File: src/rtl/core/crcfw_pkg.sv
`timescale 1ns / 1ps

package crcfw_pkg;

    localparam logic [7:0] CRC_POLY    = 8'h07;
    localparam logic [7:0] CRC_TOP     = 8'h80;
    localparam logic [7:0] DUMMY_BYTE  = 8'h00;
    localparam logic [7:0] RETRY_RESET = 8'd10;
    localparam logic [7:0] ACK_RESET   = 8'd1;

    localparam int CFG_IDX_W  = 2;
    localparam int FRAME_LEN  = 7;
    localparam int BEAT_W     = $clog2(FRAME_LEN);

    localparam logic [CFG_IDX_W-1:0] CFG_RETRY_LIMIT = CFG_IDX_W'(0);
    localparam logic [CFG_IDX_W-1:0] CFG_ACK_MASK    = CFG_IDX_W'(1);

    typedef enum logic [1:0] {
        REQ_WRITE  = 2'd0,
        REQ_STATUS = 2'd1,
        REQ_CLEAR  = 2'd2,
        REQ_NONE   = 2'd3
    } req_type_t;

    typedef enum logic [1:0] {
        KIND_BYTE   = 2'd0,
        KIND_ACK    = 2'd1,
        KIND_FAIL   = 2'd2,
        KIND_IGNORE = 2'd3
    } out_kind_t;

    // Positions of the frame bytes within a burst.
    localparam logic [BEAT_W-1:0] BEAT_ADDR  = BEAT_W'(0);
    localparam logic [BEAT_W-1:0] BEAT_VAL3  = BEAT_W'(1);
    localparam logic [BEAT_W-1:0] BEAT_VAL2  = BEAT_W'(2);
    localparam logic [BEAT_W-1:0] BEAT_VAL1  = BEAT_W'(3);
    localparam logic [BEAT_W-1:0] BEAT_VAL0  = BEAT_W'(4);
    localparam logic [BEAT_W-1:0] BEAT_CRC   = BEAT_W'(5);
    localparam logic [BEAT_W-1:0] BEAT_DUMMY = BEAT_W'(FRAME_LEN - 1);

    typedef struct packed {
        logic        start;
        out_kind_t   kind;
        logic        load;
        logic [7:0]  addr;
        logic [31:0] value;
    } seq_cmd_t;

    typedef struct packed {
        logic busy;
        logic final_beat;
    } seq_stat_t;

    // One byte of the CRC-8 (poly 0x07, MSB first).
    function automatic logic [7:0] crc8_byte(input logic [7:0] crc, input logic [7:0] b);
        logic [7:0] c;
        c = crc ^ b;
        for (int k = 0; k < 8; k++) begin
            if ((c & CRC_TOP) != 8'h00) begin
                c = {c[6:0], 1'b0} ^ CRC_POLY;
            end else begin
                c = {c[6:0], 1'b0};
            end
        end
        return c;
    endfunction

endpackage

File: src/rtl/core/crcfw_frame_seq.sv
`timescale 1ns / 1ps

module crcfw_frame_seq (
    input  logic                aclk,
    input  logic                aresetn,
    input  crcfw_pkg::seq_cmd_t cmd,
    output crcfw_pkg::seq_stat_t stat,
    output logic                m_tvalid,
    input  logic                m_tready,
    output logic [1:0]          kind,
    output logic [7:0]          tx_byte,
    output logic                last
);
    import crcfw_pkg::*;

    logic              busy_reg, busy_next;
    logic [BEAT_W-1:0] beat_reg, beat_next;
    out_kind_t         kind_reg, kind_next;
    logic [7:0]        crc_reg, crc_next;
    logic [7:0]        addr_reg, addr_next;
    logic [31:0]       value_reg, value_next;
    logic              is_frame;
    logic              final_beat;
    logic              take;
    logic [7:0]        byte_sel;

    assign is_frame   = (kind_reg == KIND_BYTE);
    assign final_beat = !is_frame || (beat_reg == BEAT_DUMMY);
    assign take       = busy_reg && m_tready;

    always_comb begin
        unique case (beat_reg)
            BEAT_ADDR:  byte_sel = addr_reg;
            BEAT_VAL3:  byte_sel = value_reg[31:24];
            BEAT_VAL2:  byte_sel = value_reg[23:16];
            BEAT_VAL1:  byte_sel = value_reg[15:8];
            BEAT_VAL0:  byte_sel = value_reg[7:0];
            BEAT_CRC:   byte_sel = crc_reg;
            default:    byte_sel = DUMMY_BYTE;
        endcase
    end

    assign m_tvalid        = busy_reg;
    assign kind            = kind_reg;
    assign tx_byte         = is_frame ? byte_sel : 8'h00;
    assign last            = is_frame && (beat_reg == BEAT_DUMMY);
    assign stat.busy       = busy_reg;
    assign stat.final_beat = final_beat;

    always_comb begin
        busy_next  = busy_reg;
        beat_next  = beat_reg;
        kind_next  = kind_reg;
        crc_next   = crc_reg;
        addr_next  = addr_reg;
        value_next = value_reg;
        if (take && !final_beat) begin
            beat_next = beat_reg + BEAT_W'(1);
            // The check byte is built up as the five frame bytes leave, so a
            // resend produces the same value again.
            crc_next  = crc8_byte(crc_reg, byte_sel);
        end else if (take) begin
            busy_next = 1'b0;
        end
        if (cmd.start) begin
            busy_next = 1'b1;
            beat_next = BEAT_ADDR;
            kind_next = cmd.kind;
            crc_next  = 8'h00;
            if (cmd.load) begin
                addr_next  = cmd.addr;
                value_next = cmd.value;
            end
        end
    end

    always_ff @(posedge aclk) begin
        if (!aresetn) begin
            busy_reg <= 1'b0;
            beat_reg <= BEAT_ADDR;
            kind_reg <= KIND_IGNORE;
        end else begin
            busy_reg <= busy_next;
            beat_reg <= beat_next;
            kind_reg <= kind_next;
        end
        crc_reg   <= crc_next;
        addr_reg  <= addr_next;
        value_reg <= value_next;
    end

endmodule

File: src/rtl/core/crc_framed_register_write_master.sv
`timescale 1ns / 1ps

// Register-write master with CRC-8 framing and bounded retries. A write request
// produces seven beats on the master side (address, value MSB first, CRC-8
// with polynomial 0x07, and a dummy zero byte marked by tlast); a status beat
// produces either a resend (seven beats), an acknowledge or a failure beat;
// clears and out-of-place requests produce one beat of kind "ignored". Beats
// leave one per cycle while m_tready is high. The output sequencer holds one
// result at a time; the next request is taken in the same cycle that the final
// beat of the previous result is taken, so s_tready depends combinationally on
// m_tready. The counter and status fields of every beat show the state after
// the request that caused it.
module crc_framed_register_write_master (
    input  logic                           aclk,
    input  logic                           aresetn,
    input  logic                           s_tvalid,
    output logic                           s_tready,
    input  logic [47:0]                    s_tdata,  // write_addr, reg_value, status_in
    input  logic [1:0]                     s_tuser,  // req_type
    output logic                           m_tvalid,
    input  logic                           m_tready,
    // tx_byte, last_status, nack_total, failure_total, attempt_index
    output logic [87:0]                    m_tdata,
    output logic [1:0]                     m_tuser,  // out_kind
    output logic                           m_tlast,
    input  logic                           cfg_valid,
    output logic                           cfg_ready,
    input  logic [crcfw_pkg::CFG_IDX_W-1:0] cfg_index,
    input  logic [7:0]                     cfg_data
);
    import crcfw_pkg::*;

    logic [7:0]  retry_limit_reg, ack_mask_reg;
    logic        await_reg, await_next;
    logic [7:0]  attempt_reg, attempt_next;
    logic [7:0]  status_reg, status_next;
    logic [31:0] nack_reg, nack_next;
    logic [31:0] fail_reg, fail_next;

    seq_cmd_t    cmd;
    seq_stat_t   stat;
    logic        s_take;
    logic [8:0]  attempt_inc;
    req_type_t   req;
    logic [7:0]  in_addr, in_status;
    logic [31:0] in_value;
    logic [7:0]  tx_byte;

    assign req       = req_type_t'(s_tuser);
    assign in_addr   = s_tdata[7:0];
    assign in_value  = s_tdata[39:8];
    assign in_status = s_tdata[47:40];

    assign s_tready    = !stat.busy || (m_tready && stat.final_beat);
    assign s_take      = s_tvalid && s_tready;
    assign cfg_ready   = 1'b1;
    assign attempt_inc = {1'b0, attempt_reg} + 9'd1;

    always_comb begin
        await_next   = await_reg;
        attempt_next = attempt_reg;
        status_next  = status_reg;
        nack_next    = nack_reg;
        fail_next    = fail_reg;
        cmd.start    = s_take;
        cmd.kind     = KIND_IGNORE;
        cmd.load     = 1'b0;
        cmd.addr     = in_addr;
        cmd.value    = in_value;
        if (s_take) begin
            unique case (req)
                REQ_WRITE: begin
                    if (!await_reg) begin
                        await_next   = 1'b1;
                        attempt_next = 8'd0;
                        cmd.kind     = KIND_BYTE;
                        cmd.load     = 1'b1;
                    end
                end
                REQ_STATUS: begin
                    if (await_reg) begin
                        status_next = in_status;
                        if ((in_status & ack_mask_reg) != 8'h00) begin
                            await_next = 1'b0;
                            cmd.kind   = KIND_ACK;
                        end else begin
                            nack_next = nack_reg + 32'd1;
                            if (attempt_inc >= {1'b0, retry_limit_reg}) begin
                                fail_next  = fail_reg + 32'd1;
                                await_next = 1'b0;
                                cmd.kind   = KIND_FAIL;
                            end else begin
                                attempt_next = attempt_inc[7:0];
                                cmd.kind     = KIND_BYTE;
                            end
                        end
                    end
                end
                REQ_CLEAR: begin
                    nack_next = 32'd0;
                    fail_next = 32'd0;
                end
                default: begin
                end
            endcase
        end
    end

    always_ff @(posedge aclk) begin
        if (!aresetn) begin
            retry_limit_reg <= RETRY_RESET;
            ack_mask_reg    <= ACK_RESET;
            await_reg       <= 1'b0;
            attempt_reg     <= 8'd0;
            status_reg      <= 8'd0;
            nack_reg        <= 32'd0;
            fail_reg        <= 32'd0;
        end else begin
            if (cfg_valid && cfg_ready) begin
                unique case (cfg_index)
                    CFG_RETRY_LIMIT: retry_limit_reg <= cfg_data;
                    CFG_ACK_MASK:    ack_mask_reg    <= cfg_data;
                    default: begin
                    end
                endcase
            end
            await_reg   <= await_next;
            attempt_reg <= attempt_next;
            status_reg  <= status_next;
            nack_reg    <= nack_next;
            fail_reg    <= fail_next;
        end
    end

    crcfw_frame_seq u_seq (
        .aclk     (aclk),
        .aresetn  (aresetn),
        .cmd      (cmd),
        .stat     (stat),
        .m_tvalid (m_tvalid),
        .m_tready (m_tready),
        .kind     (m_tuser),
        .tx_byte  (tx_byte),
        .last     (m_tlast)
    );

    // Status fields are stable for the whole result: the next request is only
    // taken together with the final beat.
    assign m_tdata = {attempt_reg, fail_reg, nack_reg, status_reg, tx_byte};

endmodule
File: config.mk
export PLATFORM = sky130hd
export DESIGN_NAME = crc_framed_register_write_master
export DESIGN_NICKNAME = d
export VERILOG_FILES = /design/src/rtl/core/crcfw_pkg.sv /design/src/rtl/core/crcfw_frame_seq.sv /design/src/rtl/core/crc_framed_register_write_master.sv
export SDC_FILE = /design/constraint.sdc
export NUM_CORES = 1
export LEC_CHECK = 0
export CORE_UTILIZATION = 50
export CTS_CLUSTER_SIZE = 24
export DETAILED_ROUTE_END_ITERATION = 10
export DONT_BUFFER_PORTS = 1
export PLACE_DENSITY_LB_ADDON = 0.25
export SETUP_SLACK_MARGIN = 0.5
export SLEW_MARGIN = 0
export SYNTH_ARGS = -nofsm -noshare
export SYNTH_HDL_FRONTEND = slang
export SYNTH_HIERARCHICAL = 1
export SYNTH_SLANG_ARGS = --single-unit
File: constraint.sdc
create_clock -name aclk -period 4.7 [get_ports aclk]
set_input_delay 1.41 -clock aclk [delete_from_list [all_inputs] [get_ports aclk]]
set_output_delay 1.41 -clock aclk [all_outputs]
set_load 0.01 [all_outputs]
# ---- Word-level counts from Yosys, hierarchy flattened
# Cells that the tools add are included.
dict set report totals {
  word_cells 115
  output_inout_bits 94
  reg_bits 151
  inputBits 65
}
dict set report op_classes {
  reduce_logical 28
  addsub 4
  bitwise_logic 11
  muxes 43
  magnitude_cmp 1
  n_eq_ne 15
}
# operator n
set ops {}
lappend ops {{two-way mux 32 bit} 5}
lappend ops {{case mux 32 bit (2 select lines)} 2}
lappend ops {{two-way mux 8 bit} 12}
lappend ops {{adder 32 x 1 -> 32 bit (second input constant)} 2}
lappend ops {{case mux 8 bit (6 select lines)} 1}
lappend ops {{two-way mux 3 bit} 10}
lappend ops {{inverter 3 bit} 8}
lappend ops {{case mux 8 bit (2 select lines)} 1}
lappend ops {{inequality test 2 bit (second input constant)} 6}
lappend ops {{AND reduction 2 bit} 5}
lappend ops {{adder 8 x 1 -> 9 bit (second input constant)} 1}
lappend ops {{== test 3 bit (second input constant)} 3}
lappend ops {{greater-or-equal comparator 9 x 8 -> 1 bit} 1}
lappend ops {{bitwise AND 8 bit} 1}
lappend ops {{nonzero test 8 bit} 1}
lappend ops {{bitwise XOR 8 bit} 1}
lappend ops {{two-way mux 1 bit} 7}
lappend ops {{== test 3 x 2 -> 1 bit (second input constant)} 2}
lappend ops {{zero test 2 bit} 3}
lappend ops {{two-way mux 2 bit} 3}
lappend ops {{AND reduction 6 bit} 1}
lappend ops {{nonzero test 2 bit} 3}
lappend ops {{logical AND 1 bit} 5}
lappend ops {{AND reduction 5 bit} 1}
lappend ops {{other kinds (13)} 17}

# ---- Depth between registers and ports, before layout
dict set report depth {
  depth_word 26
  mapped_depth 16
  ltp_nobuf 12
}

# ---- Cells and area by module
# The synthesis kept the hierarchy.
# module cells_each area_per_inst_um2 seq_area_each_um2 n_inst
set by_module_without_submodules {}
lappend by_module_without_submodules {crc_framed_register_write_master 601 4948.5 1941.9 1}
lappend by_module_without_submodules {crcfw_frame_seq 237 2680.1 1481.4 1}

# ---- Worst setup path after synthesis
# OpenSTA, ideal clock, no wires.
dict set report synth_path {
  kind {input to register}
  startpoint {input m_tready}
  endpoint {register u_seq.addr_reg[0], enable pin}
  path_stages 4
  setup_time_ns 0.401
  arrival_ns 3.195
  path_slack_ns 1.104
  n_path_buf 1
  required_time_ns 4.299
  path_cell_list {a21bo_2 > and2_1 > clkbuf_1 > and2_1}
}
# element line_no
set synth_rtl {}
lappend synth_rtl {{start, declared} crc_framed_register_write_master.sv:21} ;# input logic m_tready,
lappend synth_rtl {{end signal, assigned} crcfw_frame_seq.sv:88} ;# addr_reg <= addr_next;
lappend synth_rtl {{end, declared} crcfw_frame_seq.sv:20} ;# logic [7:0] addr_reg, addr_next;

# ---- Final worst setup path
dict set report layout_path {
  startpoint {register u_seq.beat_reg[1]}
  endpoint {output m_tdata[0]}
}
dict set report layout_between {
  elab_chain_len 3
  elab_cells_between_ends 8
  classes_between {eq/ne: 5; mux: 2; reduce/logical: 1}
}
# element line_no
set layout_rtl {}
lappend layout_rtl {{start, declared} crcfw_frame_seq.sv:17} ;# logic [BEAT_W-1:0] beat_reg, beat_next;
lappend layout_rtl {{start signal, assigned} crcfw_frame_seq.sv:84} ;# beat_reg <= beat_next;
lappend layout_rtl {{== test 3 bit, or another cell as far along} crcfw_frame_seq.sv:32} ;# unique case (beat_reg)
lappend layout_rtl {{case mux 8 bit (6 select lines) (*)} crcfw_frame_seq.sv:32}
lappend layout_rtl {{two-way mux 8 bit (*)} crcfw_frame_seq.sv:45} ;# assign tx_byte = is_frame ? byte_sel : 8'h00;
lappend layout_rtl {{end, declared} crc_framed_register_write_master.sv:23} ;# output logic [87:0] m_tdata,
# Every way passes the cells marked *; elsewhere a longest branch is shown, timed or not.

==> metrics.csv <==
metric,value,unit
cp_slowest_stage_delay,0.59,ns
setup_violations,0,
switching_share,0.216,
clk_pin_slew,0.06,ns
holdPathStages,2,
synth_edf_count,40,
initial_utilization,0.519,
synthesis.area,7630,µm²
power,0.00283,W
max_freq,253,MHz
dp_hpwl,13800,µm
cp_data_required_time,3.29,ns
p_seq_frac,0.478,
clock_path_buffers,2,
multi_input_area,3900,µm²
dp_slack,0.798,ns
routed_wl,19700,µm
grt_start_max_net_pins,41,
fill_cells,1257,
antenna_found_initial,1,
cp.depth,5,
drive_gt1_frac,0.0783,
slowest_stage,ha_1,
grt_overflow,0,
hold_start,ack_mask_reg[0]$_SDFFE_PN1P_,
skew,0.0145,ns
cp_max_fo,16,
outcome,"finished, violations left",
power.leakage,2.89,nW
clock_latency,0.43,ns
ios,159,
min_period,3.95,ns
ys_warn_count,6,
dieHeight,126,µm
grt_pass1_vias,6252,
portBuffers,0,
cts_tree,yes,
crit_family,compound AO/OA/AOI/OAI gates,
rows,44,
period_share,0.840,
ir_drop,292,µV
syn_nets,919,
setup_slack,0.754,ns
clock-sinks,151,
critPathLaunchType,flop,
hold_ws,0.504,ns
p_per_area,341,nW/µm²
vias,6459,
synth-seq-cells,151,
cp_num_buf_inv,1,
async_flop_share,0,
die_width,126,µm
p_clk_frac,0.488,
hold_viol,0,
routed_via_density,6.36,
drc_errors,16,
worstSetupPathType,flop to output pin,
crit_chain,inv_1 -> ha_1 -> a222oi_1 -> mux2_2 -> a21boi_0,
final_common_cell,dfxtp_1,
hold_buffers,0,
synth-seq-area-share,0.449,
dieArea,15800,µm²
ant_nets,0,
intPower,0.00222,W
place_congestion,0.872,
drtIter0Drc,604,
yosysUniqueCellTypes,76,
synthCells,838,
rsz0062_at_grt,no,
wl_per_cell,19.4,µm
relSlewSlack,0.361,
first_pass_iters,8,
hold_path.class,flop to flop,
power_switching,0.000613,W
h-tree-depth,4,
arrival,2.54,ns
tightest_slew,0.959,ns
finalSetupTns,0,ns
synth-main-ff-cell,dfxtp_1,
avgSynthCellArea,9.10,µm²
cts_root_buf,clkbuf_16,
grt_pass1_wl,31800,µm
failed_checks,DRC,
startpoint,u_seq/beat_reg[1]$_SDFFE_PP0P_,
cts_buffers,17,
final_cell_mix,"111 x dfxtp_1, 106 x nor2_1, 60 x nand2_1, 42 x nand3_1, 40 x edfxtp_1",
r2r_start,u_seq/beat_reg[1]$_SDFFE_PP0P_,
grt_use_total,0.252,
final_core_util,0.565,
maxCapViolCount,0,
power_frac_comb,0.034,
area_growth,8.91,%
r2r.worst_path.cells,11,
maxSlewViolCount,0,
final_nets,899,
end_kind,output pin,
core_area,14700,µm²
ff_latch_area,3420,µm²
## power groups by stage
stage               sequential [W]  combinational, W  clock (W)
floorplan                  0.00138         0.0000760          0
global placement           0.00138         0.0000908          0
detailed placement         0.00138         0.0000935          0
CTS                        0.00136         0.0000944    0.00140
global route               0.00136          0.000105    0.00145
finish                     0.00136         0.0000955    0.00138
## routing by layer
metal	GRT usage	share of wire
met5	0	0
met2	0.394	0.46
met1	0.314	0.43
met4	0.0997	0.020
met3	0.0929	0.091
## final timing paths
check / to / slack, ns
max: m_tdata[0] / 0.75
min: ack_mask_reg[0]$_SDFFE_PN1P_ / 0.50
max reg2reg: fail_reg[28]$_SDFFE_PN0P_ / 0.87
min reg2reg: ack_mask_reg[0]$_SDFFE_PN1P_ / 0.50
## Yosys cell counts, types with 13 or more instances
cell type | instances | share of area
a21oi_1 | 39 | 0.026
edfxtp_1 | 40 | 0.16
nand2_1 | 60 | 0.030
inv_1 | 21 | 0.010
xor2_1 | 27 | 0.031
and3_1 | 17 | 0.014
a31oi_1 | 21 | 0.017
nand4_1 | 22 | 0.018
clkbuf_1 | 23 | 0.011
mux2i_1 | 20 | 0.026
xnor2_1 | 20 | 0.023
nor4_1 | 14 | 0.011
buf_2 | 13 | 0.0085
ha_1 | 16 | 0.026
dfxtp_1 | 111 | 0.29
nor2_1 | 106 | 0.052
o21ai_0 | 34 | 0.022
nand3_1 | 43 | 0.028
## kinds of logic after synthesis
logic type                 count (synthesis)  share of synthesized area
and+or+nand+nor                          343                      0.232
DFF                                      151                      0.449
muxes                                     24                     0.0326
other                                      1                   0.000492
buffers and inverters                     70                     0.0410
AOI/OAI and AO/OA                        184                      0.161
xor gates and xnor gates                  49                     0.0582
adders and majority gates                 16                     0.0262
## timing repair
action                     in CTS  in global routing
resized for setup               0                  1
buffers inserted                0                  0
setup endpoints to repair       0                  3
## tightest hold or removal path, cell delays in order, from the launching register on
cell and delay (ns):
dfxtp_1 0.34, mux2i_1 0.08, nand2_1 0.06
## per-stage QoR
step           instances  cell area, µm²
3_5_place_dp         983            7700
5_1_grt             1014            8310
4_1_cts             1014            8300
6_report            1015            8310
2_1_floorplan        838            7630
3_3_place_gp         983            7700
## area by class of cell
cell class / count / share of cell area
Inverter: 23 / 0.0104
Sequential cell: 151 / 0.412
Clock buffer: 20 / 0.0578
Multi-Input combinational cell: 617 / 0.470
Antenna cell: 1 / 0.000301
Tap cell: 184 / 0.0277
Timing Repair Buffer: 8 / 0.00723
Clock inverter: 11 / 0.0146
(Power assumes the default switching activity.)
